--- config.mk ---
export PLATFORM = sky130hd
export DESIGN_NAME = key_matrix_debounce_events_unit
export DESIGN_NICKNAME = d
export VERILOG_FILES = /design/src/rtl/kmde_pkg.sv /design/src/rtl/kmde_lane.sv /design/src/rtl/kmde_merge.sv /design/src/rtl/key_matrix_debounce_events_unit.sv
export VERILOG_INCLUDE_DIRS = /design/src /design/src/rtl
export SDC_FILE = /design/constraint.sdc
export NUM_CORES = 1
export LEC_CHECK = 0
export ABC_AREA = 0
export BUFFER_PORTS_ARGS = -buffer_cell sky130_fd_sc_hd__buf_4
export CAP_MARGIN = 10
export CORE_MARGIN = 1.5
export CORE_UTILIZATION = 55
export CTS_CLUSTER_SIZE = 40
export DETAILED_ROUTE_END_ITERATION = 7
export PLACE_DENSITY_LB_ADDON = 0.2
export SYNTH_ARGS = -nofsm -noshare
export SYNTH_HDL_FRONTEND = slang
export SYNTH_SLANG_ARGS = --single-unit
--- constraint.sdc ---
create_clock -name clk_i -period 3.9 [get_ports clk_i]
set_input_delay 0.78 -clock clk_i [delete_from_list [all_inputs] [get_ports clk_i]]
set_output_delay 0.78 -clock clk_i [all_outputs]
set_load 0.01 [all_outputs]
--- src/rtl/key_matrix_debounce_events_unit_defines.svh ---
// ----------------------------------------------------------------------------
// key matrix debounce events: assertion macros
// shared checks on clk_i, disabled while rst_ni is low
// ----------------------------------------------------------------------------
`ifndef KEY_MATRIX_DEBOUNCE_EVENTS_UNIT_DEFINES_SVH
`define KEY_MATRIX_DEBOUNCE_EVENTS_UNIT_DEFINES_SVH

// consequent must hold in the same cycle as the antecedent
`define KMDE_ASSERT_NOW(lbl, ante, cons, msg) \
  lbl: assert property (@(posedge clk_i) disable iff (!rst_ni) (ante) |-> (cons)) \
    else $error(msg);

// consequent must hold in the cycle after the antecedent
`define KMDE_ASSERT_NEXT(lbl, ante, cons, msg) \
  lbl: assert property (@(posedge clk_i) disable iff (!rst_ni) (ante) |=> (cons)) \
    else $error(msg);

`endif

--- src/rtl/kmde_pkg.sv ---
// ----------------------------------------------------------------------------
// kmde_pkg
// types and constants shared by the key matrix debounce event block
// ----------------------------------------------------------------------------
`timescale 1ns / 1ps

package kmde_pkg;

  // field widths of the item formats
  localparam int unsigned RowW     = 3;
  localparam int unsigned BitsW    = 8;
  localparam int unsigned ColW     = 4;
  localparam int unsigned CntW     = 3;

  // default matrix geometry
  localparam int unsigned DefRows  = 8;
  localparam int unsigned DefCols  = 8;

  // configuration port
  localparam int unsigned AddrW    = 3;
  localparam int unsigned DataW    = 32;
  localparam logic        RegStableScans = 1'b0;
  localparam logic [CntW-1:0] StableScansRst = 3'd4;

  // input item: one scanned row
  typedef struct packed {
    logic [RowW-1:0]  row_index;
    logic [BitsW-1:0] row_bits;
  } in_item_t;

  // result item: one key event
  typedef struct packed {
    logic             pressed;
    logic [RowW-1:0]  event_row;
    logic [ColW-1:0]  event_column;
    logic             last_event;
  } out_item_t;

  // per-key result of one lane
  typedef struct packed {
    logic [CntW-1:0] cnt;
    logic            state;
    logic            hit;
  } lane_res_t;

  // status of the event serialiser
  typedef struct packed {
    logic busy;
    logic more;
  } merge_stat_t;

endpackage

--- src/rtl/kmde_lane.sv ---
// ----------------------------------------------------------------------------
// kmde_lane
// debounce rules for one key: counter update, state change and event flag
// ----------------------------------------------------------------------------
`timescale 1ns / 1ps

module kmde_lane (
  input  logic                       sample_i,
  input  logic                       last_i,
  input  logic                       state_i,
  input  logic [kmde_pkg::CntW-1:0]  cnt_i,
  input  logic [kmde_pkg::CntW-1:0]  thr_i,
  output kmde_pkg::lane_res_t        res_o
);

  logic                      vs_last;
  logic                      vs_state;
  logic [kmde_pkg::CntW-1:0] cnt_inc;

  assign vs_last  = sample_i ^ last_i;
  assign vs_state = sample_i ^ state_i;
  assign cnt_inc  = cnt_i + kmde_pkg::CntW'(1);

  // clear on a fresh change, count while stable and not yet accepted
  always_comb begin
    res_o.cnt   = cnt_i;
    res_o.state = state_i;
    res_o.hit   = 1'b0;
    if (vs_last && vs_state) begin
      res_o.cnt = '0;
    end else if (!vs_last && vs_state && (cnt_i < thr_i)) begin
      res_o.cnt = cnt_inc;
      if (cnt_inc == thr_i) begin
        res_o.hit   = 1'b1;
        res_o.state = sample_i;
      end
    end
  end

endmodule

--- src/rtl/kmde_merge.sv ---
// ----------------------------------------------------------------------------
// kmde_merge
// gathers the lane hits of one item and sends them out one per cycle while the output is ready
// ----------------------------------------------------------------------------
`timescale 1ns / 1ps

module kmde_merge #(
  parameter int unsigned Lanes = kmde_pkg::DefCols
) (
  input  logic                       clk_i,
  input  logic                       rst_ni,
  input  logic                       load_i,
  input  logic [Lanes-1:0]           hit_mask_i,
  input  logic [Lanes-1:0]           press_mask_i,
  input  logic [kmde_pkg::RowW-1:0]  row_i,
  output logic                       can_load_o,
  output logic [Lanes-1:0]           pend_o,
  output kmde_pkg::merge_stat_t      stat_o,
  output logic                       out_valid_o,
  input  logic                       out_ready_i,
  output kmde_pkg::out_item_t        out_item_o
);

  logic [Lanes-1:0]          pend_q, pend_d;
  logic [Lanes-1:0]          press_q;
  logic [kmde_pkg::RowW-1:0] row_q;
  logic                      ov_q, ov_d;
  kmde_pkg::out_item_t       item_q, item_d;
  logic [Lanes-1:0]          sel_oh;
  logic [kmde_pkg::ColW-1:0] sel_col;
  logic                      sel_press;
  logic [Lanes-1:0]          rest;
  logic                      pop;

  // lowest pending column goes first
  always_comb begin
    sel_oh    = '0;
    sel_col   = '0;
    sel_press = 1'b0;
    for (int c = Lanes - 1; c >= 0; c--) begin
      if (pend_q[c]) begin
        sel_oh    = '0;
        sel_oh[c] = 1'b1;
        sel_col   = kmde_pkg::ColW'(c);
        sel_press = press_q[c];
      end
    end
  end

  assign rest       = pend_q & ~sel_oh;
  assign pop        = (|pend_q) && (!ov_q || out_ready_i);
  assign can_load_o = (pend_q == '0) || (pop && (rest == '0));

  // pending events and output register
  always_comb begin
    pend_d = pend_q;
    ov_d   = ov_q;
    item_d = item_q;
    if (pop) begin
      pend_d              = rest;
      ov_d                = 1'b1;
      item_d.pressed      = sel_press;
      item_d.event_row    = row_q;
      item_d.event_column = sel_col;
      item_d.last_event   = (rest == '0);
    end else if (out_ready_i) begin
      ov_d = 1'b0;
    end
    if (load_i) begin
      pend_d = hit_mask_i;
    end
  end

  // control state
  always_ff @(posedge clk_i or negedge rst_ni) begin
    if (!rst_ni) begin
      pend_q <= '0;
      ov_q   <= 1'b0;
    end else begin
      pend_q <= pend_d;
      ov_q   <= ov_d;
    end
  end

  // payload
  always_ff @(posedge clk_i) begin
    item_q <= item_d;
    if (load_i) begin
      press_q <= press_mask_i;
      row_q   <= row_i;
    end
  end

  assign pend_o      = pend_q;
  assign stat_o.busy = |pend_q;
  assign stat_o.more = |rest;
  assign out_valid_o = ov_q;
  assign out_item_o  = item_q;

endmodule

--- src/rtl/key_matrix_debounce_events_unit.sv ---
// the hits of an accepted row are registered in the pending mask, then its first event in the output register
// throughput: one item per cycle while rows cause no events; a row with events
//   holds the event serialiser until its last event is sent, one event per cycle while the output is ready
// all column lanes update a row in the accept cycle, so rows may repeat back to back
// reset: all keys up, all counters zero, stable_scans 4, no events outstanding
// ----------------------------------------------------------------------------
// key_matrix_debounce_events_unit
// key matrix debouncer that emits press and release events per scanned row
// ----------------------------------------------------------------------------
`timescale 1ns / 1ps
`include "key_matrix_debounce_events_unit_defines.svh"

module key_matrix_debounce_events_unit #(
  parameter int unsigned ROWS = kmde_pkg::DefRows,
  parameter int unsigned COLS = kmde_pkg::DefCols
) (
  input  logic                        clk_i,
  input  logic                        rst_ni,
  // row items
  input  logic                        in_valid_i,
  output logic                        in_ready_o,
  input  kmde_pkg::in_item_t          in_item_i,
  // event items
  output logic                        out_valid_o,
  input  logic                        out_ready_i,
  output kmde_pkg::out_item_t         out_item_o,
  // configuration
  input  logic                        psel,
  input  logic                        penable,
  input  logic                        pwrite,
  input  logic [kmde_pkg::AddrW-1:0]  paddr,
  input  logic [kmde_pkg::DataW-1:0]  pwdata,
  output logic [kmde_pkg::DataW-1:0]  prdata,
  output logic                        pready
);

  localparam int unsigned Lanes = (COLS < kmde_pkg::BitsW) ? COLS : kmde_pkg::BitsW;
  localparam int unsigned RIdxW = (ROWS > 1) ? $clog2(ROWS) : 1;

  logic [kmde_pkg::CntW-1:0] scans_q;
  logic [kmde_pkg::CntW-1:0] thr;
  logic [Lanes-1:0]          prev_q [ROWS];
  logic [Lanes-1:0]          deb_q  [ROWS];
  logic [kmde_pkg::CntW-1:0] cnt_q  [ROWS][Lanes];
  logic [RIdxW-1:0]          ri;
  logic                      row_ok;
  logic                      in_acc;
  logic                      upd;
  logic [Lanes-1:0]          sample;
  logic [Lanes-1:0]          last_row;
  logic [Lanes-1:0]          state_row;
  logic [Lanes-1:0]          hit_mask;
  logic [Lanes-1:0]          state_new;
  kmde_pkg::lane_res_t       res [Lanes];
  logic                      can_load;
  logic [Lanes-1:0]          pend;
  kmde_pkg::merge_stat_t     mstat;
  logic                      cfg_wr;

  // configuration register
  assign pready = 1'b1;
  assign cfg_wr = psel && penable && pwrite && pready;

  always_ff @(posedge clk_i or negedge rst_ni) begin
    if (!rst_ni) begin
      scans_q <= kmde_pkg::StableScansRst;
    end else if (cfg_wr && (paddr[kmde_pkg::AddrW-1] == kmde_pkg::RegStableScans)) begin
      scans_q <= pwdata[kmde_pkg::CntW-1:0];
    end
  end

  assign prdata = (paddr[kmde_pkg::AddrW-1] == kmde_pkg::RegStableScans) ?
                  kmde_pkg::DataW'(scans_q) : '0;

  // a zero threshold acts as one
  assign thr = (scans_q == '0) ? kmde_pkg::CntW'(1) : scans_q;

  // row selection and acceptance
  assign row_ok     = (4'(in_item_i.row_index) < 4'(ROWS));
  assign ri         = in_item_i.row_index[RIdxW-1:0];
  assign in_ready_o = can_load;
  assign in_acc     = in_valid_i && in_ready_o;
  assign upd        = in_acc && row_ok;
  assign sample     = ~in_item_i.row_bits[Lanes-1:0];
  assign last_row   = prev_q[ri];
  assign state_row  = deb_q[ri];

  // one lane per scanned column
  for (genvar c = 0; c < Lanes; c++) begin : g_lane
    kmde_lane u_lane (
      .sample_i (sample[c]),
      .last_i   (last_row[c]),
      .state_i  (state_row[c]),
      .cnt_i    (cnt_q[ri][c]),
      .thr_i    (thr),
      .res_o    (res[c])
    );
    assign hit_mask[c]  = res[c].hit;
    assign state_new[c] = res[c].state;
  end

  // per-key stores, written back in the accept cycle
  always_ff @(posedge clk_i or negedge rst_ni) begin
    if (!rst_ni) begin
      for (int r = 0; r < ROWS; r++) begin
        prev_q[r] <= '0;
        deb_q[r]  <= '0;
        for (int c = 0; c < Lanes; c++) begin
          cnt_q[r][c] <= '0;
        end
      end
    end else if (upd) begin
      prev_q[ri] <= sample;
      deb_q[ri]  <= state_new;
      for (int c = 0; c < Lanes; c++) begin
        cnt_q[ri][c] <= res[c].cnt;
      end
    end
  end

  // event serialiser
  kmde_merge #(
    .Lanes (Lanes)
  ) u_merge (
    .clk_i        (clk_i),
    .rst_ni       (rst_ni),
    .load_i       (upd),
    .hit_mask_i   (hit_mask),
    .press_mask_i (sample),
    .row_i        (in_item_i.row_index),
    .can_load_o   (can_load),
    .pend_o       (pend),
    .stat_o       (mstat),
    .out_valid_o  (out_valid_o),
    .out_ready_i  (out_ready_i),
    .out_item_o   (out_item_o)
  );

  // checks
  `KMDE_ASSERT_NOW(a_ready_one_left, in_ready_o && mstat.busy, $countones(pend) == 1,
    "ready raised with more than one event outstanding")
  `KMDE_ASSERT_NEXT(a_load_hits, upd, pend == $past(hit_mask),
    "accepted row hits not taken into the serialiser")
  `KMDE_ASSERT_NOW(a_not_last_pending, out_valid_o && !out_item_o.last_event, mstat.busy,
    "non-final event shown with nothing left pending")

endmodule

==> PnR_summary.wiki, run 1 <==
{| class="wikitable"
! Metric !! Value
|-
| Run status || finished clean
|-
| Shortest period the worst path allows || between 3 and 4 ns
|-
| Worst voltage drop across the vdd grid || slightly below 400 uV
|-
| Total of buffers placed on input and output ports || 34
|-
| Met2 routed WL || 22,100 um
|-
| Clk root buf || sky130_fd_sc_hd__clkbuf_16
|-
| Synth Register Bits || ~350
|-
| Xor and xnor area share after synthesis || 0.0104
|-
| Area growth from synthesis to final layout || 14.4%
|-
| Overall overflow remaining after global route || 0
|-
| Worst slew margin || 0.362
|-
| Cell leakage power || 9.59 nW
|-
| Proportion of synthesized flip-flops having asynchronous set or reset || 0.946
|-
| Final-report max-slew violation count || 0
|-
| Peak fanout along the critical path || 8
|-
| Setup TNS after final layout || 0 ns
|-
| Number of placement rows || 66
|-
| Fraction of the mapped netlist area in simple logic gates || 0.0616
|-
| Global-route wire length before repair || approximately 74,000 um
|-
| # Post-CTS Setup Buffers || 0
|-
| Final clock skew || approximately 0.026 ns
|-
| Fmax || 279 MHz
|-
| H-tree lvl count || 2
|-
| Routed via count || between 10k and 15k
|-
| Setup repair after global routing missed its margin || false
|-
| Gr usage total || 0.283
|-
| Arrival time worst endpoint || approximately 4.0 ns
|-
| Post-Route WL || around 47,000 um
|-
| Reg-to-reg slack, setup || about 0.45 ns
|-
| Via count of the first global-routing pass || about 13k
|-
| Number of flops mapped to enable cells by yosys || 19
|-
| Reg-to-reg critical path endpoint || prev_q[5]
|-
| Largest cells by area after synthesis || sky130_fd_sc_hd__dfrtp_1, sky130_fd_sc_hd__mux2_2, sky130_fd_sc_hd__mux4_2
|-
| DPL Wire Length || a little over 30,000 um
|-
| DR pass1 iterations || 5
|-
| Full die area || 34,700 sq um
|-
| Critical register-to-register path startpoint || u_merge.pend_o[4]
|-
| Final hold violation count || 0
|-
| CP required || 4.31 ns
|-
| Detailed-routed wire length on met3 || roughly 2700 um
|-
| Core box area || around 33,000 sq um
|-
| Max-cap viol count || 0
|-
| First DRT Iteration DRCs || a little under 1k
|-
| Power share of the combinational group || 0.380
|-
| Post-Synthesis Cells || approximately 1.4k
|-
| Adder-cell area share of the yosys netlist || 0.0228
|-
| Multiplexer share of the synthesized area || 0.277
|-
| Hold bufs inserted after CTS || 0
|-
| Synth cell types || 84
|-
| Chip Height || about 190 um
|-
| Met1 wire length || roughly 21,000 um
|-
| Boundary Pins || 97
|-
| Post-synth top cells || sky130_fd_sc_hd__dfrtp_1, sky130_fd_sc_hd__mux2_2, sky130_fd_sc_hd__nand2_1, sky130_fd_sc_hd__a21oi_1, sky130_fd_sc_hd__mux2_1
|-
| Mean area per synthesized cell || 12.8 sq um
|-
| Period utilization || 0.921
|-
| Clock group share of total power || 0.240
|-
| Internal power || roughly 11 mW
|-
| Reg clk slew, reported paths || 0.06 ns
|-
| Top-area cell type share of the netlist area || 0.448
|-
| Path category of the worst min-delay check || primary input to asynchronous set/reset pin
|-
| Power Total || 15.9 mW
|-
| Most common flop cell mapped by yosys || sky130_fd_sc_hd__dfrtp_1
|-
| Sequential cell area fraction in the yosys report || 0.481
|-
| Clock buffer depth || 3
|-
| Leading cell type by number of instances after synthesis || sky130_fd_sc_hd__dfrtp_1
|-
| Post-DR wirelength/cell || between 20 and 25 um
|-
| Clock insertion delay at the later pin of the skew report || approximately 0.54 ns
|-
| Power per standard cell area || ~750 nW/um^2
|-
| Post_cts resized || 0
|-
| Number of antenna repair diodes || 0
|-
| Setup slack of the critical path after layout || 0.310 ns
|-
| Net switching power || approximately 5.3 mW
|-
| Per-cell via count in the routed design || 6.19
|-
| Warnings from Yosys || 0
|-
| Placed instance area || 19,800 sq um
|-
| Starting utilization of the core area || 0.563
|-
| RePlAce Congestion || approximately 0.87
|-
| Total non-filler cell area in the finished layout || roughly 21,000 sq um
|-
| Antenna violations before repair || 0
|-
| Part of the power in registers || 0.381
|-
| Switching Share || 0.335
|-
| Routed Antenna Nets || 0
|-
| Pin count of the biggest net entering global routing || 90
|-
| Final count of negative-setup-slack endpoints || 0
|-
| Die span in x || about 190 um
|-
| Worst setup SP type || primary input
|-
| Share of cells above drive strength 1 || 0.360
|-
| Fraction of the mapped netlist area in compound gates || 0.0973
|-
| Transition at the pin with the smallest max-transition slack || 0.953 ns
|-
| Clock buffer count from CTS || 39
|-
| Category of the most critical setup path || primary input to flip-flop
|-
| Combinational family with the most area after synthesis || multiplexers
|-
| Placement-stage worst setup slack || -0.213 ns
|-
| Final standard cell utilization of the core || 0.645
|-
| Cell area after synthesis || about 18,000 sq um
|-
| Logic depth of the worst register-to-register path || 8
|-
| Final net count || about 1.6k
|-
| Worst Setup End Kind || flip-flop
|-
| CTS tree || built
|-
| Highest routing layer actually used || met4
|-
| Drt drc || 0
|-
| Largest area contributor in the netlist || sky130_fd_sc_hd__dfrtp_1
|-
| Clock sink total || 351
|}
-- per-stage QoR --
stage,std cells,hold slack [ns]
after CTS,2035,0.300
final,2035,0.269
after detailed placement,1965,0.406
after global routing,2035,0.336
after global placement,1965,0.403
after floorplan,1472,0.400
-- state kept, by name, indices dropped and copies added (netlist names), 3 cells and up --
register and cells:
scans_q 3, deb_q 64, u_merge.press_q 8, u_merge.pend_o 8
prev_q 64, cnt_q 192, u_merge.out_item_o 8, u_merge.row_q 3
-- worst max-delay path: stages --
cell	delay (ns)
sky130_fd_sc_hd__buf_4	0.13
sky130_fd_sc_hd__nor2_1	0.73
sky130_fd_sc_hd__a22o_1	0.29
sky130_fd_sc_hd__nor2_1	0.08
sky130_fd_sc_hd__ha_1	0.31
sky130_fd_sc_hd__a21oi_1	0.20
sky130_fd_sc_hd__o21ai_0	0.14
sky130_fd_sc_hd__or3_1	0.43
sky130_fd_sc_hd__o41ai_2	0.37
sky130_fd_sc_hd__a2bb2oi_2	0.10
sky130_fd_sc_hd__buf_4	0.16
sky130_fd_sc_hd__mux2_2	0.26
-- cells in the final DEF (no fill, tap or decap), types with 7 or more instances in the layout --
cell type	instances
sky130_fd_sc_hd__a31oi_1	17
sky130_fd_sc_hd__buf_12	7
sky130_fd_sc_hd__mux2_4	17
sky130_fd_sc_hd__a22oi_1	7
sky130_fd_sc_hd__o22ai_1	8
sky130_fd_sc_hd__or2_2	7
sky130_fd_sc_hd__xnor2_1	10
sky130_fd_sc_hd__a22o_1	8
sky130_fd_sc_hd__nor3_1	18
sky130_fd_sc_hd__nor2_1	29
sky130_fd_sc_hd__and3_1	7
sky130_fd_sc_hd__a211o_1	9
sky130_fd_sc_hd__inv_1	27
sky130_fd_sc_hd__buf_4	162
sky130_fd_sc_hd__conb_1	31
sky130_fd_sc_hd__clkbuf_16	41
sky130_fd_sc_hd__mux4_2	56
sky130_fd_sc_hd__o21ai_1	11
sky130_fd_sc_hd__edfxtp_1	19
sky130_fd_sc_hd__mux2_2	224
sky130_fd_sc_hd__mux2i_1	37
sky130_fd_sc_hd__ha_1	32
sky130_fd_sc_hd__and2_1	11
sky130_fd_sc_hd__mux2_1	59
sky130_fd_sc_hd__clkbuf_1	12
sky130_fd_sc_hd__dfrtp_1	331
sky130_fd_sc_hd__o211ai_1	11
sky130_fd_sc_hd__a21oi_1	65
sky130_fd_sc_hd__nor2b_1	7
sky130_fd_sc_hd__o21a_1	11
sky130_fd_sc_hd__o31ai_2	12
sky130_fd_sc_hd__xor2_1	12
sky130_fd_sc_hd__o21ai_0	54
sky130_fd_sc_hd__nand3_1	27
sky130_fd_sc_hd__nand2_1	75
-- worst max path at each step --
stage / startpoint / to / slack (ns) / depth (start not counted)
finish: in_item_i[9] / deb_q[50] / 0.31 / 12
global route: in_item_i[8] / deb_q[4] / 0.13 / 12
CTS: in_item_i[8] / deb_q[20] / 0.34 / 12
detailed placement: in_item_i[8] / deb_q[20] / -0.21 / 12
global placement: in_item_i[9] / deb_q[1] / -0.13 / 11
floorplan: in_item_i[10] / deb_q[33] / 0.0002 / 14
-- area by class of cell --
type | count | area [sq um]
clock buffer | 59 | 1150
clock inverter | 11 | 178
fill | 2510 | 11600
inverter | 31 | 120
multi-input combinational | 970 | 8870
sequential | 351 | 8880
tap | 442 | 553
timing repair buffer | 171 | 1380
-- metal layers --
layer / track usage / vias up
met5: 0.0100 / -
met4: 0.0974 / 0
met3: 0.0350 / 106
met2: 0.458 / 430
met1: 0.394 / 6509
li1: - / 5554
-- power by group through the flow --
| stage | logic [mW] | registers (mW) | clock network (mW) |
|---|---|---|---|
| 2_1_floorplan | 4.29 | 5.81 | 0 |
| 3_3_place_gp | 5.77 | 5.98 | 0 |
| 5_1_grt | 6.58 | 6.23 | 4.03 |
| 6_report | 6.04 | 6.05 | 3.81 |
| 3_5_place_dp | 5.98 | 6.08 | 0 |
| 4_1_cts | 6.02 | 6.03 | 3.87 |
-- kinds of logic after synthesis --
logic type	after synthesis
compound gates	265
xor+xnor	22
fa+ha+maj	34
buf+inv	151
flops	351
mux	396
other cells	2
simple gates	222
(Power assumes the default switching activity.)
==> run 2, diff against run 1 <==
CORE_ASPECT_RATIO = 0.8   (was unset)
CORE_UTILIZATION = 45   (was 55)
SETUP_SLACK_MARGIN = 0.2   (was unset)
==> run 2 against run 1 <==
Effect of this change:
- sequential share of layout area shrank 0.58 points
- fmax grew 3.0%
- die area grew 22%
- clock-buffer cell count shrank 3
- cell count grew 4.9%
- largest power group is now combinational logic
==> PnR_summary.wiki, run 2 (synthesized netlist as in run 1, its figures left out) <==
{| class="wikitable"
! Metric !! Value
|-
| Pin count of the biggest net entering global routing || 89 (-1.1%)
|-
| Antenna violations before repair || 0 (unchanged)
|-
| Internal power || 10.7 mW (+0.94%)
|-
| Global-route layer with the greatest usage || met2
|-
| Met1 routing resource usage after global routing || 0.347 (-0.0478)
|-
| Most used cells in the layout excluding fill and tap cells || sky130_fd_sc_hd__dfrtp_1, sky130_fd_sc_hd__mux2_2, sky130_fd_sc_hd__buf_4
|-
| Number of antenna repair diodes || 0 (unchanged)
|-
| Clock buffer count from CTS || 39 (unchanged)
|-
| DR pass1 iterations || 5 (unchanged)
|-
| Placed instance area || 20,000 sq um (+1.2%)
|-
| Clock group share of total power || 0.244 (+0.004)
|-
| Category of the most critical setup path || primary input to flip-flop
|-
| Cell leakage power || 9.64 nW (+0.49%)
|-
| Cell Chain, Critical Path || buf_4 -> buf_4 -> nand2_1 -> o22ai_1 -> nor2_1 -> ha_1 -> a21oi_1 -> o21ai_1 -> or3_1 -> or4_1 -> o211a_1 -> mux2_2
|-
| Placement-stage worst setup slack || -0.468 ns (-0.255 ns)
|-
| Routed Antenna Nets || 0 (unchanged)
|-
| Share of cells above drive strength 1 || 0.372 (+0.0114)
|-
| Part of the power in registers || 0.374 (-0.007)
|-
| Worst voltage drop across the vdd grid || 461 uV (+20%)
|-
| Final count of negative-setup-slack endpoints || 0 (unchanged)
|-
| Crit-path max cell delay || 0.53 ns (-0.20 ns)
|-
| Net switching power || 5.43 mW (+1.9%)
|-
| RePlAce Congestion || 0.870 (+0.45%)
|-
| Switching Share || 0.338 (+0.00214)
|-
| Die span in x || 230 um (+23%)
|-
| Total of buffers placed on input and output ports || 34 (unchanged)
|-
| Worst Setup End Kind || flip-flop
|-
| Max-cap viol count || 0 (unchanged)
|-
| Largest Register || cnt_q
|-
| Boundary Pins || 97 (unchanged)
|-
| Worst setup SP type || primary input
|-
| Largest registers || cnt_q x192, deb_q x64, prev_q x64
|-
| Drt drc || 0 (unchanged)
|-
| Clock sink total || 351 (unchanged)
|-
| Transition at the pin with the smallest max-transition slack || 0.954 ns (+0.000841 ns)
|-
| Worst slew margin || 0.361 (-0.00118)
|-
| Chip Height || 184 um (-1.1%)
|-
| GR met2 Demand/Resource || 0.363 (-0.0951)
|-
| Hold bufs inserted after CTS || 0 (unchanged)
|-
| Clock insertion delay at the later pin of the skew report || 0.55 ns (about the same)
|-
| Overall overflow remaining after global route || 0 (unchanged)
|-
| Global-route wire length before repair || 76,300 um (+3.6%)
|-
| Post-Route WL || 49,000 um (+4.1%)
|-
| Per-cell via count in the routed design || 5.87 (-5.2%)
|-
| Gr usage total || 0.236 (-0.0461)
|-
| Shortest period the worst path allows || 3.49 ns (-0.104 ns)
|-
| Area growth from synthesis to final layout || 16.0%
|-
| Worst Path Buf+Inv || 2 (unchanged)
|-
| Fmax || 287 MHz (+3.0%)
|-
| Reg-to-reg slack, setup || 0.50 ns (+0.05 ns)
|-
| Slowest cell on the critical path || sky130_fd_sc_hd__or4_1
|-
| Flip-flop count of the largest register after layout || 192 (unchanged)
|-
| Total non-filler cell area in the finished layout || 21,400 sq um (+1.4%)
|-
| Power share of the combinational group || 0.382 (+0.002)
|-
| Setup repair after global routing missed its margin || false
|-
| Reg clk slew, reported paths || 0.06 ns (about the same)
|-
| GR Layer Usage met3 || 0.0424 (+0.00734)
|-
| Power per standard cell area || 751 nW/um^2 (-0.13%)
|-
| Core box area || 40,500 sq um (+24%)
|-
| Setup slack of the critical path after layout || 0.414 ns (+0.104 ns)
|-
| Number of placement rows || 66 (unchanged)
|-
| Clock buffer depth || 3 (unchanged)
|-
| Arrival time worst endpoint || 3.91 ns (-0.09 ns)
|-
| Final net count || 1,647 (-0.12%)
|-
| Peak fanout along the critical path || 18 (+10)
|-
| Routed via count || 12.5k (-0.55%)
|-
| Via count of the first global-routing pass || 12.5k (-2.4%)
|-
| Most common cell after layout, fill and taps aside || sky130_fd_sc_hd__dfrtp_1
|-
| DPL Wire Length || 31,700 um (+3.3%)
|-
| CP required || 4.32 ns (about the same)
|-
| Final clock skew || 0.0130 ns (-0.0132 ns)
|-
| Path category of the worst min-delay check || primary input to asynchronous set/reset pin
|-
| First DRT Iteration DRCs || 842 (-15%)
|-
| Final standard cell utilization of the core || 0.529 (-0.116)
|-
| Power Total || 16.1 mW (+1.3%)
|-
| Clk root buf || sky130_fd_sc_hd__clkbuf_16
|-
| Run status || finished clean
|-
| Category of cells accounting for the largest share of critical-path delay || simple AND/OR/NAND/NOR gates
|-
| Setup TNS after final layout || 0 ns (unchanged)
|-
| H-tree lvl count || 2 (unchanged)
|-
| Final-report max-slew violation count || 0 (unchanged)
|-
| CTS tree || built
|-
| Final hold violation count || 0 (unchanged)
|-
| Post-DR wirelength/cell || 22.9 um (-0.77%)
|-
| Period utilization || 0.894 (-0.0267)
|-
| Starting utilization of the core area || 0.456 (-0.108)
|-
| Full die area || 42,300 sq um (+22%)
|-
| Library cell appearing most often on the critical path || sky130_fd_sc_hd__buf_4
|}
==> run 2: final cells by class <==
type,instances,area [sq um]
fillers,3473,19100
flip-flops and latches,351,8880
multi-input cells,970,8950
inverters,31,120
clock inverters,13,194
repair buffers,169,1420
clock buffers,56,1180
well taps,544,681
==> run 2: metal layers <==
| layer | wire length (um) | vias to the layer above | part of all wire |
|---|---|---|---|
| met5 | 0 | - | 0 |
| met4 | 1000 | 0 | 0.020 |
| met3 | 2950 | 76 | 0.060 |
| met2 | 21800 | 358 | 0.45 |
| met1 | 23200 | 6538 | 0.47 |
| li1 | - | 5558 | - |
==> run 2: path summary, 6_finish.rpt <==
path | start | endpoint | cells after the start
min in group clk_i | u_merge.row_q[2] | u_merge.out_item_o[7] | 0
max in group asynchronous | rst_ni | cnt_q[22] | 2
min | rst_ni | prev_q[47] | 1
min reg2reg | u_merge.row_q[2] | u_merge.out_item_o[7] | 0
max reg2reg | u_merge.pend_o[4] | cnt_q[68] | 8
max | in_item_i[10] | deb_q[33] | 12
==> run 2: what timing repair did <==
| item | 4_1_cts | 5_1_grt |
|---|---|---|
| endpoints found under the setup margin | 9 | 15 |
| gates resized for setup | 1 | 2 |
| buffers inserted | 0 | 0 |
==> run 2: per-stage QoR <==
stage	std cells	hold WS (ns)
after floorplan	1472	0.400
after global placement	2065	0.403
after detailed placement	2065	0.406
after CTS	2134	0.234
after global routing	2134	0.257
final	2134	0.222
==> run 2: power by group through the flow <==
stage / registers [mW] / logic (mW) / clock network, mW
final: 6.02 / 6.14 / 3.94
after CTS: 6.01 / 6.12 / 4.03
after global placement: 5.99 / 5.93 / 0
after detailed placement: 6.06 / 6.08 / 0
after global routing: 6.20 / 6.71 / 4.17
after floorplan: 5.81 / 4.37 / 0
==> run 3, diff against run 2 <==
CORE_ASPECT_RATIO = unset   (was 0.8)
SLEW_MARGIN = 20   (was unset)
==> run 3 against run 2 <==
Effect of this change:
- largest cell class unchanged
- critical path depth is 1 higher
- register-to-register slack improved by 0.17 ns
- total power fell by 0.53%
- highest routed layer unchanged
- critical endpoint is now deb_q[31]
- via count decreased by 1.0%
==> PnR_summary.wiki, run 3 (synthesized netlist as in run 1, its figures left out) <==
{| class="wikitable"
! Metric !! Value
|-
| Final-report max-slew violation count || 0 (unchanged)
|-
| Critical register-to-register path startpoint || u_merge.pend_o[4]
|-
| Pin count of the biggest net entering global routing || 101 (+13%)
|-
| Slowest cell on the critical path || sky130_fd_sc_hd__a21oi_1
|-
| Clock buffer count from CTS || 41 (+5.1%)
|-
| Core box area || 40,600 sq um (+0.25%)
|-
| Logic depth of the worst register-to-register path || 8 (unchanged)
|-
| CTS tree || built
|-
| Peak fanout along the critical path || 14 (-4)
|-
| Run status || finished clean
|-
| Transition at the pin with the smallest max-transition slack || 0.837 ns (-0.117 ns)
|-
| Final clock skew || 0.0197 ns (+0.00671 ns)
|-
| Fmax || 281 MHz (-2.0%)
|-
| Final hold violation count || 0 (unchanged)
|-
| Antenna violations before repair || 0 (unchanged)
|-
| Setup repair after global routing missed its margin || false
|-
| Via count of the first global-routing pass || 12.6k (+0.75%)
|-
| Cell Chain, Critical Path || buf_4 -> buf_4 -> and2_1 -> buf_4 -> a221oi_1 -> o22ai_1 -> ha_1 -> a21oi_1 -> o21ai_0 -> nor3_1 -> a41oi_1 -> a21oi_1 -> mux2_2
|-
| Met1 routing resource usage after global routing || 0.325 (-0.0214)
|-
| Max-cap viol count || 0 (unchanged)
|-
| Area growth from synthesis to final layout || 15.8%
|-
| Most used cells in the layout excluding fill and tap cells || sky130_fd_sc_hd__dfrtp_1, sky130_fd_sc_hd__mux2_2, sky130_fd_sc_hd__buf_4
|-
| H-tree lvl count || 2 (unchanged)
|-
| Fin cells || 2,124 (-0.47%)
|-
| Cell leakage power || 9.63 nW (-0.14%)
|-
| GR Layer Usage met3 || 0.0360 (-0.00644)
|-
| CP required || 4.39 ns (+0.07 ns)
|-
| # Post-CTS Setup Buffers || 0 (unchanged)
|-
| Drt drc || 0 (unchanged)
|-
| Clock insertion delay at the later pin of the skew report || 0.55 ns (about the same)
|-
| Power Total || 16.0 mW (-0.53%)
|-
| Filler cells || 3,432 (-1.2%)
|-
| Largest Register || cnt_q
|-
| Share of cells above drive strength 1 || 0.366 (-0.00612)
|-
| Final net count || 1,645 (-0.12%)
|-
| Total of buffers placed on input and output ports || 34 (unchanged)
|-
| Placement-stage worst setup slack || -0.0892 ns (+0.379 ns)
|-
| Number of placement rows || 74 (+12%)
|-
| FF/Latch Area || 8880 sq um (unchanged)
|-
| Reg-to-reg critical path endpoint || prev_q[21]
|-
| Global-route wire length before repair || 74,600 um (-2.2%)
|-
| Post-Route WL || 47,500 um (-3.0%)
|-
| Path category of the worst min-delay check || primary input to asynchronous set/reset pin
|-
| Worst Setup End Kind || flip-flop
|-
| Clk root buf || sky130_fd_sc_hd__clkbuf_16
|-
| Setup slack of the critical path after layout || 0.342 ns (-0.0718 ns)
|-
| Category of the most critical setup path || primary input to flip-flop
|-
| Chip Height || 206 um (+12%)
|-
| RePlAce Congestion || 0.872 (+0.21%)
|-
| Worst slew margin || 0.442 (+0.0811)
|-
| Routed via count || 12.4k (-1.0%)
|-
| DR pass1 iterations || 6 (+1)
|-
| Reg clk slew, reported paths || 0.06 ns (about the same)
|-
| Die span in x || 206 um (-10%)
|-
| Per-cell via count in the routed design || 5.84 (-0.56%)
|-
| Power per standard cell area || 749 nW/um^2 (-0.34%)
|-
| Clock sink total || 351 (unchanged)
|-
| Largest registers || cnt_q x192, deb_q x64, prev_q x64
|-
| Hold bufs inserted after CTS || 0 (unchanged)
|-
| Worst setup SP type || primary input
|-
| Starting utilization of the core area || 0.454 (-0.00112)
|-
| Arrival time worst endpoint || 4.05 ns (+0.14 ns)
|-
| Clock buffer depth || 3 (unchanged)
|-
| Worst voltage drop across the vdd grid || 297 uV (-36%)
|-
| Flip-flop count of the largest register after layout || 192 (unchanged)
|-
| Most common cell after layout, fill and taps aside || sky130_fd_sc_hd__dfrtp_1
|-
| Boundary Pins || 97 (unchanged)
|-
| Overall overflow remaining after global route || 0 (unchanged)
|-
| Period utilization || 0.912 (+0.0184)
|-
| First DRT Iteration DRCs || 901 (+7.0%)
|-
| Gr usage total || 0.232 (-0.00413)
|-
| DPL Wire Length || 30,800 um (-2.6%)
|-
| Full die area || 42,300 sq um (about the same)
|-
| Crit-path max cell delay || 0.49 ns (-0.04 ns)
|-
| Combined area of the multi-input logic cells || 8950 sq um (about the same)
|-
| Reg-to-reg slack, setup || 0.67 ns (+0.17 ns)
|-
| Routed Antenna Nets || 0 (unchanged)
|-
| Number of antenna repair diodes || 0 (unchanged)
|-
| Library cell appearing most often on the critical path || sky130_fd_sc_hd__buf_4
|-
| # placed instances || 2,049 (-0.77%)
|-
| Post-DR wirelength/cell || 22.4 um (-2.5%)
|-
| Global-route layer with the greatest usage || met2
|-
| GR met2 Demand/Resource || 0.366 (+0.00254)
|-
| Shortest period the worst path allows || 3.56 ns (+0.0718 ns)
|-
| Final count of negative-setup-slack endpoints || 0 (unchanged)
|}
==> run 3: cell count changes in the layout (fill, tap and decap cells not counted), sizes merged <==
cell / before / now
clkinvlp: 3 / 1
clkinv: 6 / 4
buf: 169 / 165
clkbuf: 56 / 67
bufinv: 5 / 3
inv: 30 / 31
==> run 3: how the worst max path moves through the flow <==
stage	startpoint	endpoint	slack, ns	cells past startpoint
2_1_floorplan	in_item_i[8]	deb_q[14]	0.06	15
3_3_place_gp	in_item_i[8]	deb_q[7]	-0.06	12
3_5_place_dp	in_item_i[9]	deb_q[15]	-0.09	13
4_1_cts	in_item_i[9]	deb_q[31]	0.45	13
5_1_grt	in_item_i[8]	deb_q[15]	0.20	12
6_report	in_item_i[9]	deb_q[31]	0.34	13
==> run 3: area by class of cell <==
class	count	area share
Inverter	31	0.00562
Clock inverter	8	0.00556
Multi-Input combinational cell	970	0.418
Clock buffer	67	0.0587
Tap cell	532	0.0311
Timing Repair Buffer	165	0.0655
Sequential cell	351	0.415
==> run 3: critical path, delay by kind of cell <==
family	cells	cell delay, ns
buf+inv	3	0.58
simple gates	2	0.59
compound gates	6	1.60
fa+ha+maj	1	0.22
mux	1	0.26
==> run 3: per-stage QoR <==
step           utilization  area [sq um]  hold slack (ns)  TNS, ns
3_5_place_dp         0.492         20000            0.408    -1.90
3_3_place_gp         0.492         20000            0.403   -0.948
4_1_cts              0.526         21400            0.303        0
5_1_grt              0.526         21400            0.336        0
6_report             0.526         21400            0.252        0
2_1_floorplan            -         18800            0.400        0
==> run 3: repair_timing <==
action,CTS,global route
resized for setup,0,1
hold endpoints to repair,0,0
setup endpoints to repair,0,8
==> run 3: power breakdown <==
part	switching (mW)	leakage, nW	internal, mW
Combinational	3.13	4.49	2.96
Clock	1.52	0.675	2.39
Sequential	0.757	4.46	5.26
Total	5.40	9.63	10.6
==> run 3: layer usage <==
layer  part of all wire  up-vias  wire length [um]
met4              0.033        0              1550
li1                   -     5556                 -
met2               0.46      327             22000
met5                  0        -                 0
met1               0.46     6419             21700
met3              0.047      100              2230
